==> src/rtl/core/ppb_pkg.sv <==
// ----------------------------------------------------------------------------
// ppb_pkg
// Shared widths, constants and arithmetic helpers for the palette pulse blend.
// ----------------------------------------------------------------------------
package ppb_pkg;

   localparam int COLOR_W = 15;
   localparam int CHAN_W  = 5;
   localparam int PHASE_W = 5;
   localparam int WEIGHT_W = 4;

   typedef logic [COLOR_W-1:0]  color_type;
   typedef logic [CHAN_W-1:0]   chan_type;
   typedef logic [PHASE_W-1:0]  phase_type;
   typedef logic [WEIGHT_W-1:0] weight_type;

   localparam logic [6:0]  TINT_BIAS  = 7'h5D;
   localparam weight_type  K_MAX      = 4'hF;
   localparam phase_type   PHASE_FOLD = 5'h1E;
   localparam phase_type   PHASE_LAST = 5'h1D;
   localparam logic [8:0]  BLEND_DIV  = 9'd15;
   // 17/256 sits just under 1/15; one correction step fixes the quotient
   localparam logic [13:0] RECIP_MUL  = 14'd17;

   // Fold the phase into a triangle weight 0..15.
   function automatic weight_type fold_weight(phase_type phase);
      phase_type diff;
      diff = PHASE_FOLD - phase;
      if (phase <= {1'b0, K_MAX}) begin
         return phase[WEIGHT_W-1:0];
      end else if (phase >= PHASE_FOLD) begin
         return '0;
      end else begin
         return diff[WEIGHT_W-1:0];
      end
   endfunction

   // Blend one 5-bit channel toward its tint by weight k, divided by 15.
   function automatic chan_type blend_channel(chan_type c, weight_type k);
      logic [6:0]  tint_sum;
      chan_type    tint;
      weight_type  kinv;
      logic [8:0]  sum;
      logic [13:0] prod;
      chan_type    q0;
      logic [8:0]  rem;
      tint_sum = {2'd0, c} + TINT_BIAS;
      tint     = tint_sum[6:2];
      kinv     = K_MAX - k;
      sum      = 9'({4'd0, c} * {5'd0, kinv}) + 9'({4'd0, tint} * {5'd0, k});
      prod     = {5'd0, sum} * RECIP_MUL;
      q0       = prod[12:8];
      rem      = sum - 9'({4'd0, q0} * BLEND_DIV);
      if (rem >= BLEND_DIV) begin
         return q0 + 5'd1;
      end else begin
         return q0;
      end
   endfunction

endpackage

==> src/rtl/core/ppb_req_if.sv <==
// ----------------------------------------------------------------------------
// ppb_req_if
// Input word channel: one palette color with its end-of-batch mark.
// ----------------------------------------------------------------------------
interface ppb_req_if;
   logic                valid;
   logic                ready;
   ppb_pkg::color_type  color_in;
   logic                batch_end;

   modport source (output valid, output color_in, output batch_end, input ready);
   modport sink   (input valid, input color_in, input batch_end, output ready);
endinterface

==> src/rtl/core/ppb_rsp_if.sv <==
// ----------------------------------------------------------------------------
// ppb_rsp_if
// Result word channel: one blended color with its end-of-batch mark.
// ----------------------------------------------------------------------------
interface ppb_rsp_if;
   logic                valid;
   logic                ready;
   ppb_pkg::color_type  color_out;
   logic                batch_done;

   modport source (output valid, output color_out, output batch_done, input ready);
   modport sink   (input valid, input color_out, input batch_done, output ready);
endinterface

==> src/rtl/core/ppb_phase.sv <==
// ----------------------------------------------------------------------------
// ppb_phase
// Pulse phase counter 0..29 and its folded triangle weight.
// ----------------------------------------------------------------------------
module ppb_phase (
   input  logic                 clock,
   input  logic                 reset,
   input  logic                 step,
   output ppb_pkg::weight_type  weight
);
   import ppb_pkg::*;

   phase_type phase_ff;
   phase_type phase_in;

   always_comb begin
      phase_in = phase_ff;
      if (step) begin
         // wrap after the last phase
         if (phase_ff >= PHASE_LAST) begin
            phase_in = '0;
         end else begin
            phase_in = phase_ff + 5'd1;
         end
      end
   end

   always_ff @(posedge clock) begin
      if (reset) begin
         phase_ff <= '0;
      end else begin
         phase_ff <= phase_in;
      end
   end

   assign weight = fold_weight(phase_ff);

   a_phase_range: assert property (@(posedge clock) disable iff (reset)
      phase_ff <= PHASE_LAST)
      else $error("pulse phase out of range");

   a_phase_step: assert property (@(posedge clock) disable iff (reset)
      step && phase_ff != PHASE_LAST |=> phase_ff == $past(phase_ff) + 5'd1)
      else $error("pulse phase did not advance");

   a_phase_hold: assert property (@(posedge clock) disable iff (reset)
      !step |=> $stable(phase_ff))
      else $error("pulse phase moved without a batch end");

endmodule

==> src/rtl/core/ppb_blend.sv <==
// ----------------------------------------------------------------------------
// ppb_blend
// Blend all three RGB555 channels of one color by a shared weight.
// ----------------------------------------------------------------------------
module ppb_blend (
   input  ppb_pkg::color_type   color,
   input  ppb_pkg::weight_type  weight,
   output ppb_pkg::color_type   blended
);
   import ppb_pkg::*;

   chan_type red;
   chan_type green;
   chan_type blue;

   assign red     = blend_channel(color[4:0], weight);
   assign green   = blend_channel(color[9:5], weight);
   assign blue    = blend_channel(color[14:10], weight);
   assign blended = {blue, green, red};

endmodule

==> src/rtl/core/palette_pulse_blend.sv <==
// ----------------------------------------------------------------------------
// palette_pulse_blend
// Pulse a stream of RGB555 palette colors toward a brightened tint.
// ----------------------------------------------------------------------------
//  channel  | dir | fields                 | notes
//  ---------+-----+------------------------+-------------------------------
//  req_ch   | in  | color_in, batch_end    | one color word per handshake
//  rsp_ch   | out | color_out, batch_done  | one blended word per request
//
//  Throughput is one word per cycle while rsp_ch.ready holds; a word taken
//  passes the input register, then the result register, before it is valid.
//  The weight is captured from the phase counter when a word is taken, so all
//  words of a batch see the same phase; the phase steps on taking batch_end.
//  Reset (synchronous) empties both stages and clears the phase to zero.
//  A stalled result holds in the result register while the input register
//  still takes one more word; ready drops only when both stages are full.
// ----------------------------------------------------------------------------
module palette_pulse_blend (
   input logic   clock,
   input logic   reset,
   ppb_req_if.sink   req_ch,
   ppb_rsp_if.source rsp_ch
);
   import ppb_pkg::*;

   // input stage
   logic       s1_valid_ff;
   logic       s1_valid_in;
   color_type  s1_color_ff;
   logic       s1_end_ff;
   weight_type s1_weight_ff;

   // result stage
   logic       s2_valid_ff;
   logic       s2_valid_in;
   color_type  s2_color_ff;
   logic       s2_end_ff;

   logic       req_take;
   logic       s1_adv;
   logic       s2_adv;
   weight_type cur_weight;
   color_type  blended;

   // advance the result stage when empty or when the sink takes the word
   assign s2_adv   = !s2_valid_ff || rsp_ch.ready;
   // advance the input stage when empty or when it can move down
   assign s1_adv   = !s1_valid_ff || s2_adv;
   assign req_take = req_ch.valid && s1_adv;

   assign req_ch.ready = s1_adv;

   // phase counter steps after the last color of a batch is taken
   ppb_phase u_phase (
      .clock  (clock),
      .reset  (reset),
      .step   (req_take && req_ch.batch_end),
      .weight (cur_weight)
   );

   ppb_blend u_blend (
      .color   (s1_color_ff),
      .weight  (s1_weight_ff),
      .blended (blended)
   );

   always_comb begin
      s1_valid_in = s1_valid_ff;
      s2_valid_in = s2_valid_ff;
      if (s1_adv) begin
         s1_valid_in = req_ch.valid;
      end
      if (s2_adv) begin
         s2_valid_in = s1_valid_ff;
      end
   end

   always_ff @(posedge clock) begin
      if (reset) begin
         s1_valid_ff <= 1'b0;
         s2_valid_ff <= 1'b0;
      end else begin
         s1_valid_ff <= s1_valid_in;
         s2_valid_ff <= s2_valid_in;
      end
   end

   // payload: load input word with the weight of the current phase
   always_ff @(posedge clock) begin
      if (req_take) begin
         s1_color_ff  <= req_ch.color_in;
         s1_end_ff    <= req_ch.batch_end;
         s1_weight_ff <= cur_weight;
      end
   end

   // payload: hold result until taken, then load the next blended word
   always_ff @(posedge clock) begin
      if (s2_adv && s1_valid_ff) begin
         s2_color_ff <= blended;
         s2_end_ff   <= s1_end_ff;
      end
   end

   assign rsp_ch.valid      = s2_valid_ff;
   assign rsp_ch.color_out  = s2_color_ff;
   assign rsp_ch.batch_done = s2_end_ff;

   a_ready_full: assert property (@(posedge clock) disable iff (reset)
      !req_ch.ready |-> s1_valid_ff && s2_valid_ff)
      else $error("request stalled with a free stage");

   a_reset_empty: assert property (@(posedge clock)
      reset |=> !s1_valid_ff && !s2_valid_ff)
      else $error("pipeline not empty after reset");

   a_stage_hold: assert property (@(posedge clock) disable iff (reset)
      s1_valid_ff && !s2_adv |=> s1_valid_ff && $stable(s1_color_ff))
      else $error("input stage lost a word under stall");

   a_stage_move: assert property (@(posedge clock) disable iff (reset)
      s1_valid_ff && s2_adv |=> s2_valid_ff && s2_end_ff == $past(s1_end_ff))
      else $error("word not moved into result stage");

endmodule

==> src/flat_wrapper.sv <==
// flat-port wrapper written by rule: the top's interface ports become plain ports
module palette_pulse_blend_flat import ppb_pkg::*;
  (clock, reset, req_ch_valid, req_ch_color_in, req_ch_batch_end, req_ch_ready, rsp_ch_valid, rsp_ch_color_out, rsp_ch_batch_done, rsp_ch_ready);
  ppb_req_if req_ch_i ();
  ppb_rsp_if rsp_ch_i ();
  input logic clock;
  input logic reset;
  input wire logic [$bits(req_ch_i.valid)-1:0] req_ch_valid;
  input wire logic [$bits(req_ch_i.color_in)-1:0] req_ch_color_in;
  input wire logic [$bits(req_ch_i.batch_end)-1:0] req_ch_batch_end;
  output wire logic [$bits(req_ch_i.ready)-1:0] req_ch_ready;
  output wire logic [$bits(rsp_ch_i.valid)-1:0] rsp_ch_valid;
  output wire logic [$bits(rsp_ch_i.color_out)-1:0] rsp_ch_color_out;
  output wire logic [$bits(rsp_ch_i.batch_done)-1:0] rsp_ch_batch_done;
  input wire logic [$bits(rsp_ch_i.ready)-1:0] rsp_ch_ready;
  assign req_ch_i.valid = req_ch_valid;
  assign req_ch_i.color_in = req_ch_color_in;
  assign req_ch_i.batch_end = req_ch_batch_end;
  assign req_ch_ready = req_ch_i.ready;
  assign rsp_ch_valid = rsp_ch_i.valid;
  assign rsp_ch_color_out = rsp_ch_i.color_out;
  assign rsp_ch_batch_done = rsp_ch_i.batch_done;
  assign rsp_ch_i.ready = rsp_ch_ready;
  palette_pulse_blend u_core (.clock(clock), .reset(reset), .req_ch(req_ch_i), .rsp_ch(rsp_ch_i));
endmodule
==> config.mk <==
export PLATFORM = sky130hd
export DESIGN_NAME = palette_pulse_blend_flat
export DESIGN_NICKNAME = d
export VERILOG_FILES = /design/src/rtl/core/ppb_pkg.sv /design/src/rtl/core/ppb_req_if.sv /design/src/rtl/core/ppb_rsp_if.sv /design/src/rtl/core/ppb_phase.sv /design/src/rtl/core/ppb_blend.sv /design/src/rtl/core/palette_pulse_blend.sv /design/src/flat_wrapper.sv
export SDC_FILE = /design/constraint.sdc
export NUM_CORES = 1
export LEC_CHECK = 0
export BUFFER_PORTS_ARGS = -buffer_cell sky130_fd_sc_hd__buf_4
export CORE_MARGIN = 2
export CORE_UTILIZATION = 35
export DETAILED_ROUTE_END_ITERATION = 8
export PLACE_DENSITY = 0.57
export SLEW_MARGIN = 30
export SYNTH_ARGS = -nofsm -noshare
export SYNTH_HDL_FRONTEND = slang
export SYNTH_SLANG_ARGS = --single-unit
==> constraint.sdc <==
create_clock -name clock -period 11.4 [get_ports clock]
set_clock_uncertainty 0.1 [all_clocks]
set_input_delay 1.71 -clock clock [delete_from_list [all_inputs] [get_ports clock]]
set_output_delay 1.71 -clock clock [all_outputs]
set_load 0.02 [all_outputs]
# Word-level counts from Yosys, hierarchy flattened
# Cells that the tools add are included.
# Widths: inputs -> output; s select.
[word_totals] register_bits=43 inputBits=20 wordCells=54
[op_classes] addsub=15 n_mul=12 n_lt_le_gt_ge=6 muxes=6 n_reduce_logical=7
[op_table] operator="$mul 5x4->9" count=6
[op_table] operator="$mul 9x5->13 const B" count=3
[op_table] operator="$add 9x9->9" count=3
[op_table] operator="$ge 9x4->1 const B" count=3
[op_table] operator="$mul 5x4->9 const B" count=3
[op_table] operator="$sub 9x9->9" count=3
[op_table] operator="$add 5x7->7 const B" count=3
[op_table] operator="$add 5x1->5 const B" count=4
[op_table] operator="$mux 5" count=4
[op_table] operator="$ge 5x5->1 const B" count=2
[op_table] operator="$mux 4" count=2
[op_table] operator="$sub 4x4->4 const A" count=2
[op_table] operator="$le 5x4->1 const B" count=1
[op_table] operator="$logic_and 1x1->1" count=3
[op_table] operator="$logic_not 1->1" count=2
[op_table] operator="$logic_or 1x1->1" count=2

# Depth between registers and ports, before layout
[logic_depth] word_depth=8 depth_mapped=40 depth_no_buf=40

# Cells and area by module
# A second synthesis with hierarchy kept.
[hier_totals] cells_unflattened=1020 area_unflattened_um2=9165.0
[by_module_without_submodules] mod="ppb_blend" instances=1 cells_per_inst=921 area_each_um2=7569.8
[by_module_without_submodules] mod="palette_pulse_blend" instances=1 cells_per_inst=47 area_each_um2=1183.6
[by_module_without_submodules] mod="ppb_phase" instances=1 cells_per_inst=52 area_each_um2=411.6

# Worst setup path after synthesis
# Ideal clock, no wire load.
[synth_path] path_type="flip-flop to flip-flop" startpoint="reg u_core.s1_color_ff[1]" endpoint="reg u_core.s2_color_ff[1] (netlist: u_core.rsp_ch.color_out[1]), data pin" t_arrival_ns=9.410 setup_slack_ns=1.627 stages_incl_launch_ff=38 path_buffers=1 synth_period_minus_slack_ns=9.773 cell_sequence="edfxtp_1 > a21oi_1 > nor2b_1 > xnor2_1 > nand2b_1 > fa_1 > fa_1 > inv_1 > fa_1 > inv_1 > fa_1 > inv_1 > fa_1 > a211oi_1 > o21bai_1 > a21oi_1 > xnor2_1 > xnor2_1 > (+2 left out) > nand2b_1 > and4b_1 > nor2b_1 > clkbuf_1 > xnor2_1 > xnor2_1 > fa_1 > inv_1 > fa_1 > inv_1 > ha_1 > a21o_1 > a211o_1 > nand2_1 > nand4_1 > or4_1 > o21bai_2 > mux2_1"
[synth_via] elab_chain_len=8 word_cells_on_any_way=10
[synth_lines] element="start: declaration" line="palette_pulse_blend.sv:29" rtl="color_type s1_color_ff;"
[synth_lines] element="start signal: assignment" line="palette_pulse_blend.sv:91" rtl="s1_color_ff <= req_ch.color_in;"
[synth_lines] element="$add 5x7->7" line="ppb_pkg.sv:47" rtl="tint_sum = {2'd0, c} + TINT_BIAS;"
[synth_lines] element="$mul 5x4->9" line="ppb_pkg.sv:50" rtl="sum = 9'({4'd0, c} * {5'd0, kinv}) + 9'({4'd0, tint} * {5'd0, k});"
[synth_lines] element="$add 9x9->9 (*)" line="ppb_pkg.sv:50"
[synth_lines] element="$mul 9x5->13" line="ppb_pkg.sv:51" rtl="prod = {5'd0, sum} * RECIP_MUL;"
[synth_lines] element="$mul 5x4->9" line="ppb_pkg.sv:53" rtl="rem = sum - 9'({4'd0, q0} * BLEND_DIV);"
[synth_lines] element="$sub 9x9->9" line="ppb_pkg.sv:53"
[synth_lines] element="$ge 9x4->1" line="ppb_pkg.sv:54" rtl="if (rem >= BLEND_DIV) begin"
[synth_lines] element="$mux 5 (*)" line="ppb_pkg.sv:54"
[synth_lines] element="named net u_core.blended[1]" line="palette_pulse_blend.sv:43" rtl="color_type blended;"
[synth_lines] element="end signal: assignment" line="palette_pulse_blend.sv:100" rtl="s2_color_ff <= blended;"
[synth_lines] element="end: declaration" line="palette_pulse_blend.sv:36" rtl="color_type s2_color_ff;"
# Mark *: on every way through the listed nets, which the timed path passes. The rest lies on a longest branch.
# A chain may end at the register's enable or synchronous reset.

# Worst setup path in the final report
# Same ends and word-level chain as after synthesis.

==> flow_summary.yaml <==
synth:
  synth_ff_type: "edfxtp_1"
  yosys.area_share.simple_pct: 17.3
  synth_fp_nets: 1263
  synth-seq-cells: 43
  synth_xor_area_share_pct: 8.74
  synthMuxAreaShare_pct: 0.483
  synth_area_um2: 9070
  synthArstFlopShare_pct: 0
  synth_adder_area_share_pct: 39.4
  synth_edf_count: 36
  avgSynthCellArea_um2: 8.92
  ys_warn_count: 0
  synth-compound-area-share_pct: 11.0
  ys_types: 68
  ys_seq_area_share_pct: 13.5
  synthesis.instances: 1017
  synth_top_family_by_area: "adder cells"
setup_path:
  cp-end-kind: "flop"
  crit_path_start_kind: "flop"
  r2r_end: "u_core.rsp_ch.color_out[1]"
  timing.rr.start: "u_core.s1_color_ff[1]"
  cp_common_cell: "fa_1"
  path_class: "flop to flop"
  worstPathMaxFanout: 7
  reg2reg_slack_ns: 0.84
  cp_data_required_time_ns: 11.35
  slowest_delay_ns: 0.57
  worstPathArrival_ns: 10.51
  cpMaxStageDelayCell: "or4_1"
  reg2regPathDepth: 36
clock_tree:
  cts_sinks: 43
  cts_tree: "yes"
  clk_pin_slew_ns: 0.08
  cts.path.max_buffers: 2
  hold_buffers: 0
  numCtsBuffers: 5
  clock_latency_ns: 0.31
  cts_root_buf: "clkbuf_16"
  ctsHtreeMaxLevel: 2
global_routing:
  grt-ovfl-total: 0
  antenna_found_initial: 0
  grt_pass1_wl_um: 31200
  grt_pass1_vias: 6607
  grt_util_all_layers_pct: 14.1
  grt_max_degree: 21
worst_hold_path:
  hold_path_class: "flop to flop"
  hold_end: "u_core.rsp_ch.batch_done"
  min_from: "u_core.s1_end_ff"
  hold_path_depth: 0
route:
  first_pass_iters: 4
  drt_iter0_drc: 213
  ant_nets: 0
  wl_met3_um: 439
  drc_errors: 0
  vias: 6523
  viasPerCell: 4.70
  wire_per_inst_um: 12.8
  highest_layer: "met4"
  wl_met2_um: 8380
  wl_met1_um: 8690
  wl_um: 17700
timing:
  slew_viol_final: 0
  totalNegativeSetupSlack_ns: 0
  max_slew.worst_pin.slew_ns: 0.752
  max_freq_ghz: 0.0947
  slew_headroom_pct: 49.5
  hold_viol: 0
  period_share_pct: 92.6
  finalSetupViolations: 0
  rsz0062_at_grt: "false"
  min_period_ns: 10.56
floorplanning:
  pin_count: 38
  row_count: 58
  chipHeight_um: 165
  die_w_um: 165
  die_area_um2: 27200
  coreArea_um2: 25300
  start_util_pct: 35.8
layout:
  final_util_pct: 39.4
  final_cell_mix: "inv_1, ha_1, fa_1"
  fin_area_um2: 9970
  syn_to_final_growth_pct: 9.89
  layout_commonest_cell: "inv_1"
  final_nets: 1303
  diodes: 0
  layout-drive-gt1-share_pct: 7.18
  fillers: 2535
placed_design:
  placed_area_um2: 9780
  place.gp.congestion: 0.793
  hpwl_um: 14800
  io_buffer_count: 37
run:
  drv_cap: 0
status:
  status: "complete, no violations"
==> sequential cells by signal (all words and copies together), names as in the netlist <==
signal	cells
u_core.s1_end_ff	1
u_core.s1_valid_ff	1
u_core.rsp_ch.valid	1
u_core.s1_weight_ff	4
u_core.rsp_ch.color_out	15
u_core.rsp_ch.batch_done	1
u_core.u_phase.phase_ff	5
u_core.s1_color_ff	15
==> repair_timing <==
| action | CTS | global route |
|---|---|---|
| endpoints found under the setup margin | 0 | 2 |
| resized for setup | 0 | 1 |
| buffers inserted | 0 | 0 |
| endpoints found under the hold margin | 0 | 0 |
==> critical path: cells and delay by family, from the launching register on <==
kind,cells,cell delay (ns)
muxes,1,0.33
adders and majority gates,9,4.25
DFF,1,0.48
xor gates and xnor gates,5,1.06
AOI/OAI and AO/OA,8,1.96
and+or+nand+nor,8,1.85
buffers and inverters,5,0.25
==> worst max-delay path by stage <==
stage | startpoint | end | slack [ns] | depth (start not counted)
global route | u_core.s1_color_ff[1] | u_core.rsp_ch.color_out[1] | 0.11 | 36
finish | u_core.s1_color_ff[1] | u_core.rsp_ch.color_out[1] | 0.84 | 36
detailed placement | u_core.s1_color_ff[0] | u_core.rsp_ch.color_out[1] | 0.67 | 36
global placement | u_core.s1_color_ff[1] | u_core.rsp_ch.color_out[1] | 0.65 | 36
floorplan | u_core.s1_color_ff[1] | u_core.rsp_ch.color_out[1] | 1.63 | 37
CTS | u_core.s1_color_ff[0] | u_core.rsp_ch.color_out[1] | 0.63 | 36
==> routing by layer <==
metal	track usage (%)	up-vias
met2	24.4	70
li1	-	3369
met5	0	-
met1	19.0	3073
met4	2.61	0
met3	1.91	11
==> per-stage QoR <==
| step | hold slack [ns] | setup WS, ns | instances |
|---|---|---|---|
| 3_3_place_gp | 0.311 | 0.654 | 1379 |
| 6_report | 0.337 | 0.838 | 1388 |
| 4_1_cts | 0.335 | 0.629 | 1388 |
| 5_1_grt | 0.355 | 0.112 | 1388 |
| 2_1_floorplan | 0.300 | 1.63 | 1017 |
| 3_5_place_dp | 0.316 | 0.668 | 1380 |
==> area by class of cell <==
class / instances / area, um2 / share of cell area, %
multi-input cells: 741 / 6980 / 70.0
flip-flops and latches: 43 / 1220 / 12.2
inverters: 222 / 833 / 8.36
well taps: 330 / 413 / 4.14
repair buffers: 44 / 334 / 3.35
clock buffers: 7 / 175 / 1.76
clock inverters: 1 / 11.3 / 0.113
==> synthesized netlist by cell type, types with 8 or more instances <==
cell	number	area (um2)
o21ai_0	30	150
fa_1	99	1980
a21oi_1	40	200
nor3_1	9	45.0
and2_1	10	62.6
nand2_1	32	120
inv_1	221	830
nand4_1	8	50.1
xnor2_1	54	473
edfxtp_1	36	1080
xor2_1	31	272
nand3_1	9	45.0
nand2b_1	29	181
clkbuf_1	11	41.3
nor2b_1	98	613
a21o_1	15	113
nor2_1	45	169
ha_1	127	1590
==> cell families (layout without fill, tap and decap cells) <==
family,Yosys count,after routing
AND/OR/NAND/NOR,274,274
buffers and inverters,233,274
adder cells (fa/ha/maj),226,226
AO/OA/AOI/OAI,149,149
XOR/XNOR,88,88
flip-flops,43,43
multiplexers,4,4
Power is left out: the tool's default activity adds up to more than one toggle a clock period on the data nets, which glitch-free logic cannot reach.
